[src/rtl/uv5_pkg.sv]
package uv5_pkg;
  localparam int MAX_NAME_BYTES = 96;
  localparam int NAME_CNT_W = $clog2(MAX_NAME_BYTES + 2);
  localparam int TOTAL_W = $clog2(MAX_NAME_BYTES + 17);
  localparam logic [NAME_CNT_W-1:0] NAME_LIMIT = NAME_CNT_W'(MAX_NAME_BYTES);
  localparam logic [31:0] H0 = 32'h67452301;
  localparam logic [31:0] H1 = 32'hEFCDAB89;
  localparam logic [31:0] H2 = 32'h98BADCFE;
  localparam logic [31:0] H3 = 32'h10325476;
  localparam logic [31:0] H4 = 32'hC3D2E1F0;
  localparam logic [7:0] VER_MASK = 8'h0f;
  localparam logic [7:0] VER_SET = 8'h50;
  localparam logic [7:0] VAR_MASK = 8'h3f;
  localparam logic [7:0] VAR_SET = 8'h80;
  localparam logic [7:0] PAD_BYTE = 8'h80;
  localparam logic REG_NS_HIGH = 1'b0;
  localparam logic REG_NS_LOW = 1'b1;

  function automatic logic [31:0] rotl(input logic [31:0] x, input int n);
    rotl = (x << n) | (x >> (32 - n));
  endfunction
endpackage

[src/rtl/uv5_ram.sv]
module uv5_ram #(
  parameter int WIDTH = 32,
  parameter int DEPTH = 16
) (
  input  logic                     clk,
  input  logic                     we,
  input  logic [$clog2(DEPTH)-1:0] waddr,
  input  logic [WIDTH-1:0]         wdata,
  input  logic [$clog2(DEPTH)-1:0] raddr,
  output logic [WIDTH-1:0]         rdata
);
  logic [WIDTH-1:0] mem [DEPTH];

  always_ff @(posedge clk) begin
    if (we) begin
      mem[waddr] <= wdata;
    end
    rdata <= mem[raddr];
  end
endmodule

[src/rtl/uv5_round.sv]
module uv5_round import uv5_pkg::*; (
  input  logic [6:0]  rnd,
  input  logic [31:0] a,
  input  logic [31:0] b,
  input  logic [31:0] c,
  input  logic [31:0] d,
  input  logic [31:0] e,
  input  logic [31:0] w,
  output logic [31:0] t
);
  logic [31:0] f;
  logic [31:0] k;

  always_comb begin
    if (rnd < 7'd20) begin
      f = (b & c) | (~b & d);
      k = 32'h5A827999;
    end else if (rnd < 7'd40) begin
      f = b ^ c ^ d;
      k = 32'h6ED9EBA1;
    end else if (rnd < 7'd60) begin
      f = (b & c) | (b & d) | (c & d);
      k = 32'h8F1BBCDC;
    end else begin
      f = b ^ c ^ d;
      k = 32'hCA62C1D6;
    end
    t = rotl(a, 5) + f + e + k + w;
  end
endmodule

[src/rtl/uuid_v5_generator.sv]
// A name byte word is taken only in idle; its byte goes into the buffer RAM in S_BYTE, and
// the first word of a name first puts the 16 namespace bytes into it, one a cycle.
// Each full 64-byte block is loaded from the RAM into the schedule window, then runs
// 80 rounds at one a cycle, updates the chaining words and resumes.
// out_valid rises once padding (one or two blocks, none for an overlong name) is hashed.
// Synchronous active-high reset restores the chaining values; the buffer RAM is not cleared.
module uuid_v5_generator import uv5_pkg::*; (
  input  logic        clk,
  input  logic        rst,
  input  logic        cfg_we,
  input  logic        cfg_index,
  input  logic [63:0] cfg_data,
  input  logic        in_valid,
  output logic        in_stall,
  input  logic [7:0]  name_byte,
  input  logic        byte_present,
  input  logic        last_byte,
  output logic        out_valid,
  input  logic        out_stall,
  output logic [63:0] uuid_high,
  output logic [63:0] uuid_low,
  output logic        status
);
  typedef enum logic [3:0] {
    S_IDLE, S_NS, S_BYTE, S_NEXT, S_PAD, S_LOAD, S_ROUND, S_FIN, S_OUT
  } state_t;

  state_t state;
  logic [63:0] ns_high, ns_low;
  logic [31:0] h [5];
  logic [31:0] a, b, c, d, e;
  logic [31:0] win [16];
  logic [31:0] wacc;
  logic [5:0] mcount;
  logic [NAME_CNT_W-1:0] ncount;
  logic [TOTAL_W-1:0] total;
  logic [7:0] byte_q;
  logic present_q, closing, ns_done, over, pad_done, len_ok, len_done;
  logic [3:0] nsi;
  logic [4:0] ld;
  logic [6:0] rnd;

  logic take;
  logic we;
  logic [7:0] cur_byte;
  logic [31:0] wmerge, wnew, t, rdata;
  logic [63:0] len_bits;
  logic [7:0] d6, d8;

  // block buffer: 16 x 32, bytes merged through wacc in order
  uv5_ram #(.WIDTH(32), .DEPTH(16)) u_buf (
    .clk(clk), .we(we), .waddr(mcount[5:2]), .wdata(wmerge), .raddr(ld[3:0]),
    .rdata(rdata)
  );

  // schedule window shifts once a round, win[0] is the current word
  assign wnew = rotl(win[13] ^ win[8] ^ win[2] ^ win[0], 1);

  uv5_round u_round (
    .rnd(rnd), .a(a), .b(b), .c(c), .d(d), .e(e), .w(win[0]), .t(t)
  );

  assign take = byte_present && (ncount < NAME_LIMIT);
  assign we = (state == S_NS) || (state == S_BYTE) || (state == S_PAD);
  assign in_stall = (state != S_IDLE);
  assign len_bits = 64'({total, 3'b000});

  always_comb begin
    case (state)
      S_NS: cur_byte = nsi[3] ? ns_low[{~nsi[2:0], 3'b000} +: 8] :
                                ns_high[{~nsi[2:0], 3'b000} +: 8];
      S_BYTE: cur_byte = byte_q;
      S_PAD: begin
        if (!pad_done) cur_byte = PAD_BYTE;
        else if (len_ok && mcount >= 6'd56) cur_byte = len_bits[{~mcount[2:0], 3'b000} +: 8];
        else cur_byte = 8'd0;
      end
      default: cur_byte = 8'd0;
    endcase
  end

  always_comb begin
    wmerge = wacc;
    case (mcount[1:0])
      2'd0: wmerge = {cur_byte, 24'd0};
      2'd1: wmerge[23:16] = cur_byte;
      2'd2: wmerge[15:8] = cur_byte;
      default: wmerge[7:0] = cur_byte;
    endcase
  end

  always_ff @(posedge clk) begin
    if (rst) begin
      state <= S_IDLE;
      ns_high <= '0;
      ns_low <= '0;
      h[0] <= H0; h[1] <= H1; h[2] <= H2; h[3] <= H3; h[4] <= H4;
      wacc <= '0;
      mcount <= '0; ncount <= '0; total <= '0;
      present_q <= 1'b0; closing <= 1'b0; ns_done <= 1'b0; over <= 1'b0;
      pad_done <= 1'b0; len_ok <= 1'b0; len_done <= 1'b0;
      nsi <= '0; ld <= '0; rnd <= '0;
      out_valid <= 1'b0;
    end else begin
      if (cfg_we) begin
        if (cfg_index == REG_NS_HIGH) ns_high <= cfg_data;
        else if (cfg_index == REG_NS_LOW) ns_low <= cfg_data;
      end
      if (we) begin
        wacc <= wmerge;
        mcount <= mcount + 6'd1;
      end
      case (state)
        S_IDLE: begin
          if (in_valid && (byte_present || last_byte)) begin
            byte_q <= name_byte;
            present_q <= take;
            closing <= last_byte;
            if (byte_present && !take) over <= 1'b1;
            if (!ns_done) begin
              ns_done <= 1'b1;
              nsi <= '0;
              state <= S_NS;
            end else state <= S_NEXT;
          end
        end
        S_NS: begin
          total <= total + TOTAL_W'(1);
          nsi <= nsi + 4'd1;
          if (nsi == 4'd15) state <= S_NEXT;
        end
        S_BYTE: begin
          total <= total + TOTAL_W'(1);
          ncount <= ncount + NAME_CNT_W'(1);
          present_q <= 1'b0;
          if (mcount == 6'd63) state <= S_LOAD;
          else if (closing) state <= S_NEXT;
          else state <= S_IDLE;
        end
        S_NEXT: begin
          if (present_q) state <= S_BYTE;
          else if (closing && (over || len_done)) begin
            state <= S_OUT;
            out_valid <= 1'b1;
          end else if (closing) state <= S_PAD;
          else state <= S_IDLE;
        end
        S_PAD: begin
          // length goes in this block only if the pad byte leaves room for it
          if (!pad_done) begin
            pad_done <= 1'b1;
            len_ok <= (mcount <= 6'd55);
          end
          if (mcount == 6'd63) state <= S_LOAD;
        end
        S_LOAD: begin
          if (ld != 5'd0) win[ld[3:0] - 4'd1] <= rdata;
          if (ld == 5'd16) begin
            ld <= '0;
            rnd <= '0;
            state <= S_ROUND;
            a <= h[0]; b <= h[1]; c <= h[2]; d <= h[3]; e <= h[4];
          end else ld <= ld + 5'd1;
        end
        S_ROUND: begin
          e <= d; d <= c; c <= rotl(b, 30); b <= a; a <= t;
          for (int i = 0; i < 15; i++) win[i] <= win[i+1];
          win[15] <= wnew;
          rnd <= rnd + 7'd1;
          if (rnd == 7'd79) state <= S_FIN;
        end
        S_FIN: begin
          h[0] <= h[0] + a; h[1] <= h[1] + b; h[2] <= h[2] + c;
          h[3] <= h[3] + d; h[4] <= h[4] + e;
          if (pad_done && len_ok) len_done <= 1'b1;
          else if (pad_done) len_ok <= 1'b1;
          state <= S_NEXT;
        end
        S_OUT: begin
          if (!out_stall) begin
            out_valid <= 1'b0;
            state <= S_IDLE;
            h[0] <= H0; h[1] <= H1; h[2] <= H2; h[3] <= H3; h[4] <= H4;
            mcount <= '0; ncount <= '0; total <= '0;
            present_q <= 1'b0; closing <= 1'b0; ns_done <= 1'b0; over <= 1'b0;
            pad_done <= 1'b0; len_ok <= 1'b0; len_done <= 1'b0;
          end
        end
        default: state <= S_IDLE;
      endcase
    end
  end

  assign d6 = (h[1][15:8] & VER_MASK) | VER_SET;
  assign d8 = (h[2][31:24] & VAR_MASK) | VAR_SET;
  assign uuid_high = over ? 64'd0 : {h[0], h[1][31:16], d6, h[1][7:0]};
  assign uuid_low = over ? 64'd0 : {d8, h[2][23:0], h[3]};
  assign status = over;

`ifndef SYNTHESIS
  a_stall_busy: assert property (@(posedge clk) disable iff (rst)
    (state != S_IDLE) |-> in_stall) else $error("accepted while busy");
  a_out_state: assert property (@(posedge clk) disable iff (rst)
    out_valid |-> (state == S_OUT)) else $error("result outside output state");
  a_out_hold: assert property (@(posedge clk) disable iff (rst)
    (out_valid && out_stall) |=> (out_valid && $stable(uuid_high) &&
    $stable(uuid_low) && $stable(status))) else $error("stalled result changed");
  a_name_cnt: assert property (@(posedge clk) disable iff (rst)
    ncount <= NAME_LIMIT) else $error("name count overrun");
`endif
endmodule

[config.mk]
export PLATFORM = sky130hd
export DESIGN_NAME = uuid_v5_generator
export DESIGN_NICKNAME = d
export VERILOG_FILES = /design/src/rtl/uv5_pkg.sv /design/src/rtl/uv5_ram.sv /design/src/rtl/uv5_round.sv /design/src/rtl/uuid_v5_generator.sv
export SDC_FILE = /design/constraint.sdc
export NUM_CORES = 2
export LEC_CHECK = 0
export ABC_AREA = 1
export BUFFER_PORTS_ARGS = -buffer_cell sky130_fd_sc_hd__buf_2
export CORE_UTILIZATION = 45
export DETAILED_ROUTE_END_ITERATION = 6
export GPL_TIMING_DRIVEN = 0
export PLACE_DENSITY = 0.65
export SETUP_SLACK_MARGIN = 0.05
export SLEW_MARGIN = 0
export SYNTH_ARGS = -nofsm -noshare
export SYNTH_HDL_FRONTEND = slang
export SYNTH_HIERARCHICAL = 1
export SYNTH_SLANG_ARGS = --single-unit
[constraint.sdc]
create_clock -name clk -period 20.5 [get_ports clk]
set_clock_uncertainty 0.1 [all_clocks]
set_input_delay 4.1 -clock clk [delete_from_list [all_inputs] [get_ports clk]]
set_output_delay 4.1 -clock clk [all_outputs]
set_load 0.05 [all_outputs]
==> Word-level counts from Yosys, hierarchy flattened <==
Memory sizes are Yosys's and may differ from the RTL's. A register that Yosys moved wholly into a read port is not among the register bits.
Index checks and enable logic that the tools add are counted.
{ "totals": {"inputBits": 80, "output_inout_bits": 131, "ramBits": 1184, "register_bits": 376, "word_cells": 256, "mem_count": 3} }
{ "mem_list": {"columns": ["name", "words", "word_bits", "read_ports", "rd_clocked_by_memory_dff", "write_ports", "line_no", "rtl"], "rows": [
  ["u_buf.mem", 16, 32, 1, 1, 1, "uv5_ram.sv:12", "logic [WIDTH-1:0] mem [DEPTH];"],
  ["win", 16, 32, 16, 0, 16, "uuid_v5_generator.sv:32", "logic [31:0] win [16];"],
  ["h", 5, 32, 5, 0, 5, "uuid_v5_generator.sv:30", "logic [31:0] h [5];"]
]} }
{ "op_classes": {"magnitude_cmp": 6, "bitwise_logic": 30, "n_eq_ne": 28, "muxes": 102, "n_reduce_logical": 44, "addsub": 16, "n_shift": 3} }
{ "ops": {"columns": ["op", "count"], "rows": [
  ["$mux 32", 21],
  ["$pmux 32 s2", 5],
  ["$add 32x32->32", 9],
  ["$shiftx 64x7->8", 3],
  ["$xor 32x32->32", 5],
  ["$and 32x32->32", 4],
  ["$mux 64", 2],
  ["$or 32x32->32", 3],
  ["$pmux 8 s2", 3],
  ["$mux 4", 11],
  ["$pmux 7 s2", 3],
  ["$pmux 4 s9", 1],
  ["$mux 8", 4],
  ["$not 32->32", 1],
  ["$or 32x1->32", 1],
  ["$or 32x30->32", 1],
  ["$or 32x5->32", 1],
  ["$reduce_or 32->1", 1],
  ["$mux 1", 31],
  ["$mux 31", 1],
  ["$ne 2x2->1 const B", 12],
  ["$pmux 8 s3", 1],
  ["$add 7x1->7 const B", 3],
  ["$mux 6", 3],
  ["other kinds (44)", 99]
]} }

==> Logic depth before layout (Yosys ltp) <==
{ "logic_depth": {"ltp_word": 11, "mapped_depth": 28, "mapped_depth_nobuf": 27} }

==> Cells and area by module <==
The synthesis kept the hierarchy.
{ "modules_own_cells": {"columns": ["mod", "cells_each", "area_each_um2", "seq_area_each_um2", "instances"], "rows": [
  ["uuid_v5_generator", 6194, 53216.0, 29388.2, 1],
  ["uv5_ram", 2120, 22730.6, 16015.4, 1],
  ["uv5_round", 930, 6458.7, 0.0, 1]
]} }

==> Least setup slack after synthesis <==
No wires, ideal clock.
{ "synth_timing": {"path_kind": "input -> register", "startpoint": "in rst", "endpoint": "reg a[0] (enable)", "slack_ns": 8.357, "setup_time_ns": 0.682, "arrival_ns": 11.361, "path_buffers": 3, "cell_stages": 4, "cell_sequence": "clkbuf_1 clkbuf_1 clkbuf_1 nor2_1"} }
{ "synth_between": {"elab_chain_cells": 2} }
{ "synth_rtl": {"columns": ["element", "line_no", "rtl"], "rows": [
  ["start, declared", "uuid_v5_generator.sv:9", "input logic rst,"],
  ["$not 1->1 (no source line)", null, null],
  ["$reduce_and 3->1 (no source line)", null, null],
  ["end signal, assigned", "uuid_v5_generator.sv:162", "a <= h[0]; b <= h[1]; c <= h[2]; d <= h[3]; e <= h[4];"],
  ["end, declared", "uuid_v5_generator.sv:31", "logic [31:0] a, b, c, d, e;"]
]} }
Every way passes these cells.
A chain may end at the register's enable or synchronous reset.

==> Final worst setup path <==
{ "layout_timing": {"startpoint": "reg over, in the netlist status", "endpoint": "out uuid_low[0]"} }
{ "layout_between": {"elab_chain_cells": 1} }
{ "layout_rtl": {"columns": ["element", "line_no", "rtl"], "rows": [
  ["start, declared", "uuid_v5_generator.sv:38", "logic present_q, closing, ns_done, over, pad_done, len_ok, len_done;"],
  ["start signal, assigned", "uuid_v5_generator.sv:100", "present_q <= 1'b0; closing <= 1'b0; ns_done <= 1'b0; over <= 1'b0;"],
  ["start signal, assigned", "uuid_v5_generator.sv:119", "if (byte_present && !take) over <= 1'b1;"],
  ["start signal, assigned", "uuid_v5_generator.sv:185", "present_q <= 1'b0; closing <= 1'b0; ns_done <= 1'b0; over <= 1'b0;"],
  ["$mux 64", "uuid_v5_generator.sv:197", "assign uuid_low = over ? 64'd0 : {d8, h[2][23:0], h[3]};"],
  ["end, declared", "uuid_v5_generator.sv:21", "output logic [63:0] uuid_low,"]
]} }
Every way passes these cells.

==> out/metrics.sh <==
FINALWORSTPATHREQUIREDPERIOD_NS=8.106
CP_DATA_REQUIRED_TIME_NS=16.30
HIGHEST_ACHIEVABLE_CLOCK_RATE_GHz=0.1234
VIAS=66240
GRT_PASS1_VIAS=63320
SYNTH_AREA_LEADERS='edfxtp_1 (49%), nand2_1 (13%), dfxtp_1 (5.8%), inv_1 (5.1%), nand3_1 (4.5%)'
TOTALNEGATIVESETUPSLACK_NS=0
ASYNC_FLOP_SHARE_PCT=0
CTS.SINK_COUNT=1592
GLOBAL_ROUTE.OVERFLOW_TOTAL=0
POSTROUTEWIRELENGTH_MM=269.3
SYNTH.AVG_CELL_AREA_UM2=8.914
FINALSETUPVIOLCOUNT=0
DESIGN.FINAL.NETS=10080
WORSTSETUPPATHTYPE='reg2out'
AVGVIACOUNTPERCELL=5.438
SYNTH_ENABLE_FLOP_CELLS=1352
FLOORPLAN.ROWS=156
POWER.LEAKAGE_nW=39.58
WORSTPATHARRIVAL_NS=3.91
CTS.REPORTEDPATHS.CLKPINSLEW_NS=0.06
DP_SLACK_NS=12.83
WORST-SLEW-PIN-TRANSITION_NS=1.171
FRACTION_OF_THE_YOSYS_AREA_TAKEN_BY_SEQUENTIAL_CELLS_PCT=55.10
FINISHED_LAYOUT_CELL_AREA_MM2=0.09350
DRT_ITER0_DRCS=7668
PLACEMENT.CELL_AREA_MM2=0.08767
GPL.FINAL_WEIGHTED_CONGESTION=0.9805
NETLIST.AREA_LEADER.SHARE_PCT=49.27
DIE_W_UM=429.9
CTS_POST_SETUP_BUFFERS_INSERTED=0
SYNTHDISTINCTLIBCELLS=60
BUFFER_PORTS.INSERTED=206
WORST_PATH_MAX_DELAY_CELL='clkbuf_1'
CTS_TREE='built'
FLOORPLAN.DIE.HEIGHT_UM=429.9
NUM_IO_PINS=211
LAYOUT.CELLS.MOST_COMMON='nand2_1'
PWR_DENSITY_CELL_mW_PER_MM2=88.60
POWER.IR.VDD_WORST_V=0.00008791
POSTCTSHOLDBUFS=0
CPPEAKSTAGEDELAY_NS=0.84
CRIT_TOP_CELL='clkbuf_1'
YS.WARNINGS.COUNT=6
CLK_PATH_BUF_DEPTH=3
DIEAREA_MM2=0.1848
CRITICAL_PATH.CELL_CHAIN='clkbuf_1 -> clkbuf_1 -> clkbuf_1 -> nor2_1 -> buf_2'
YOSYSTOPAREACELL='edfxtp_1'
MIN-DELAY-PATH-CLASS='reg2reg'
SLEW-LIMIT-HEADROOM_PCT=21.95
WIRE_PER_INST_UM=22.11
CRITPATHLAUNCHTYPE='flop'
FILLCELLCOUNT=16660
POWER.TOTAL_W=0.008284
GRTUSAGETOTAL_PCT=28.79
MOST-COMMON-LAYOUT-CELLS='nand2_1 (2934), edfxtp_1 (1352), inv_1 (1129)'
YS.FLOP_TYPE='edfxtp_1'
TIMING.MAX_CAP.VIOLATIONS=0
POST_SYNTH_INSTANCE_AREA_MM2=0.08241
CORE_REGION_AREA_MM2=0.1813
FINAL_ANTENNA_NET_COUNT=0
SHARE_OF_THE_CLOCK_PERIOD_USED_BY_THE_WORST_PATH_AFTER_LAYOUT_PCT=39.54
ESTIMATED_WIRELENGTH_OF_THE_DETAIL_PLACED_DESIGN_MM=200.9
HOLD_VIOLATIONS=0
CLKLATENCYLATEPIN_NS=0.82
CRITICAL_PATH_PEAK_FANOUT=10
CTS_INSERTED_BUFFERS=170
ANTENNA_FOUND_INITIAL=7
GRT_PASS1_WL_MM=399.2
DRC=0
TIMING_MAX_TRANSITION_VIOLATIONS_FINAL=0
OUTCOME='finished, final reports clean'
POSTLAYOUTSETUPSLACKWORST_NS=12.39
CRITPATHCAPTURETYPE='primary output'
H-TREE-DEPTH=4
FRACTION_OF_FINAL_LAYOUT_CELLS_SIZED_BEYOND_DRIVE_STRENGTH_1_PCT=9.256
SYNTHTOLAYOUTAREAGROWTH_PCT=13.46
GRT_START_MAX_NET_PINS=52
DRT_PASS1_ITERATIONS=6
CLK_ROOT_BUFFER_CELL='clkbuf_16'
CTSRESIZECOUNT=0
YS_FF_LATCH=1592
NETLIST_INSTANCES=9244
RSZ0062_AT_GRT='false'
INITIAL_UTILIZATION_PCT=45.45
power breakdown:
part           switching (W)  leakage [nW]  internal [W]
registers          0.0000666          14.2       0.00386
logic               0.000844          22.6      0.000289
clock network        0.00137          2.83       0.00186
total                0.00228          39.6       0.00601
critical path: cells and delay by family, from the launching register on:
| kind | cells | cell delay [ns] |
|---|---|---|
| buffers and inverters | 4 | 2.51 |
| DFF | 1 | 0.32 |
| and+or+nand+nor | 1 | 0.25 |
flip-flops by register name, summed over array words and instances, names as in the netlist, 8 cells and up:
name         flops
a               32
b               32
byte_q           8
c               32
d               32
e               32
h              160
ns_high         64
ns_low          64
u_buf/mem      512
u_buf/rdata     32
wacc            32
win            512
cells by family after synthesis:
group | after synthesis | synth area share (%)
simple gates | 4645 | 23.06
flops | 1592 | 55.10
buf+inv | 1509 | 7.561
compound gates | 1058 | 6.960
fa+ha+maj | 332 | 6.180
xor+xnor | 107 | 1.137
other cells | 1 | 0.004551
worst paths after layout:
path | from | endpoint | slack (ns) | cells past startpoint
setup / recovery | status | uuid_low[0] | 12.39 | 5
hold / removal | ns_high[16] | ns_high[16] | 0.35 | 2
hold reg to reg | ns_high[16] | ns_high[16] | 0.35 | 2
setup reg to reg | rnd[5] | a[24] | 14.67 | 21
cell type report:
cell class	count	area [um^2]	area share, %
clock buffers	226	4743	5.073
plain buffers	364	1921	2.054
clock inverters	92	1089	1.164
flip-flops and latches	1592	45400	48.56
well taps	2370	2965	3.171
diodes	1	2.502	0.002676
inverters	1145	4310	4.610
multi-input cells	6145	31100	33.26
repair buffers	246	1967	2.104
Yosys cell counts, drive strengths merged, types with 8 or more instances:
cell and count:
a21oi 413, a31oi 12, o21ai 496, a221oi 20, nand4 33, nor2 770, nand3 737, nand3b 9
edfxtp 1352, o21bai 27, clkbuf 116, dfxtp 240, buf 248, inv 1145, o22ai 13, or2 37
a21o 35, xor2 94, ha 207, fa 125, nor4 9, nor3 55, a21boi 8, o21a 18
nand2 2984, xnor2 13
per-stage QoR:
step	hold WS [ns]	utilization [%]	instances
finish	0.3503	51.56	12180
global route	0.3694	51.56	12180
CTS	0.3543	51.56	12180
detailed placement	0.3453	48.35	11860
global placement	0.3379	47.65	11820
floorplan	0.3244	-	9246
per-layer routing:
metal,wire length [um],up-vias,global-route usage (%)
li1,-,31060,-
met4,10220,4,10.38
met1,112200,31710,38.90
met3,22580,502,5.009
met5,23,-,0
met2,124300,2972,46.50
(Power assumes the default switching activity.)
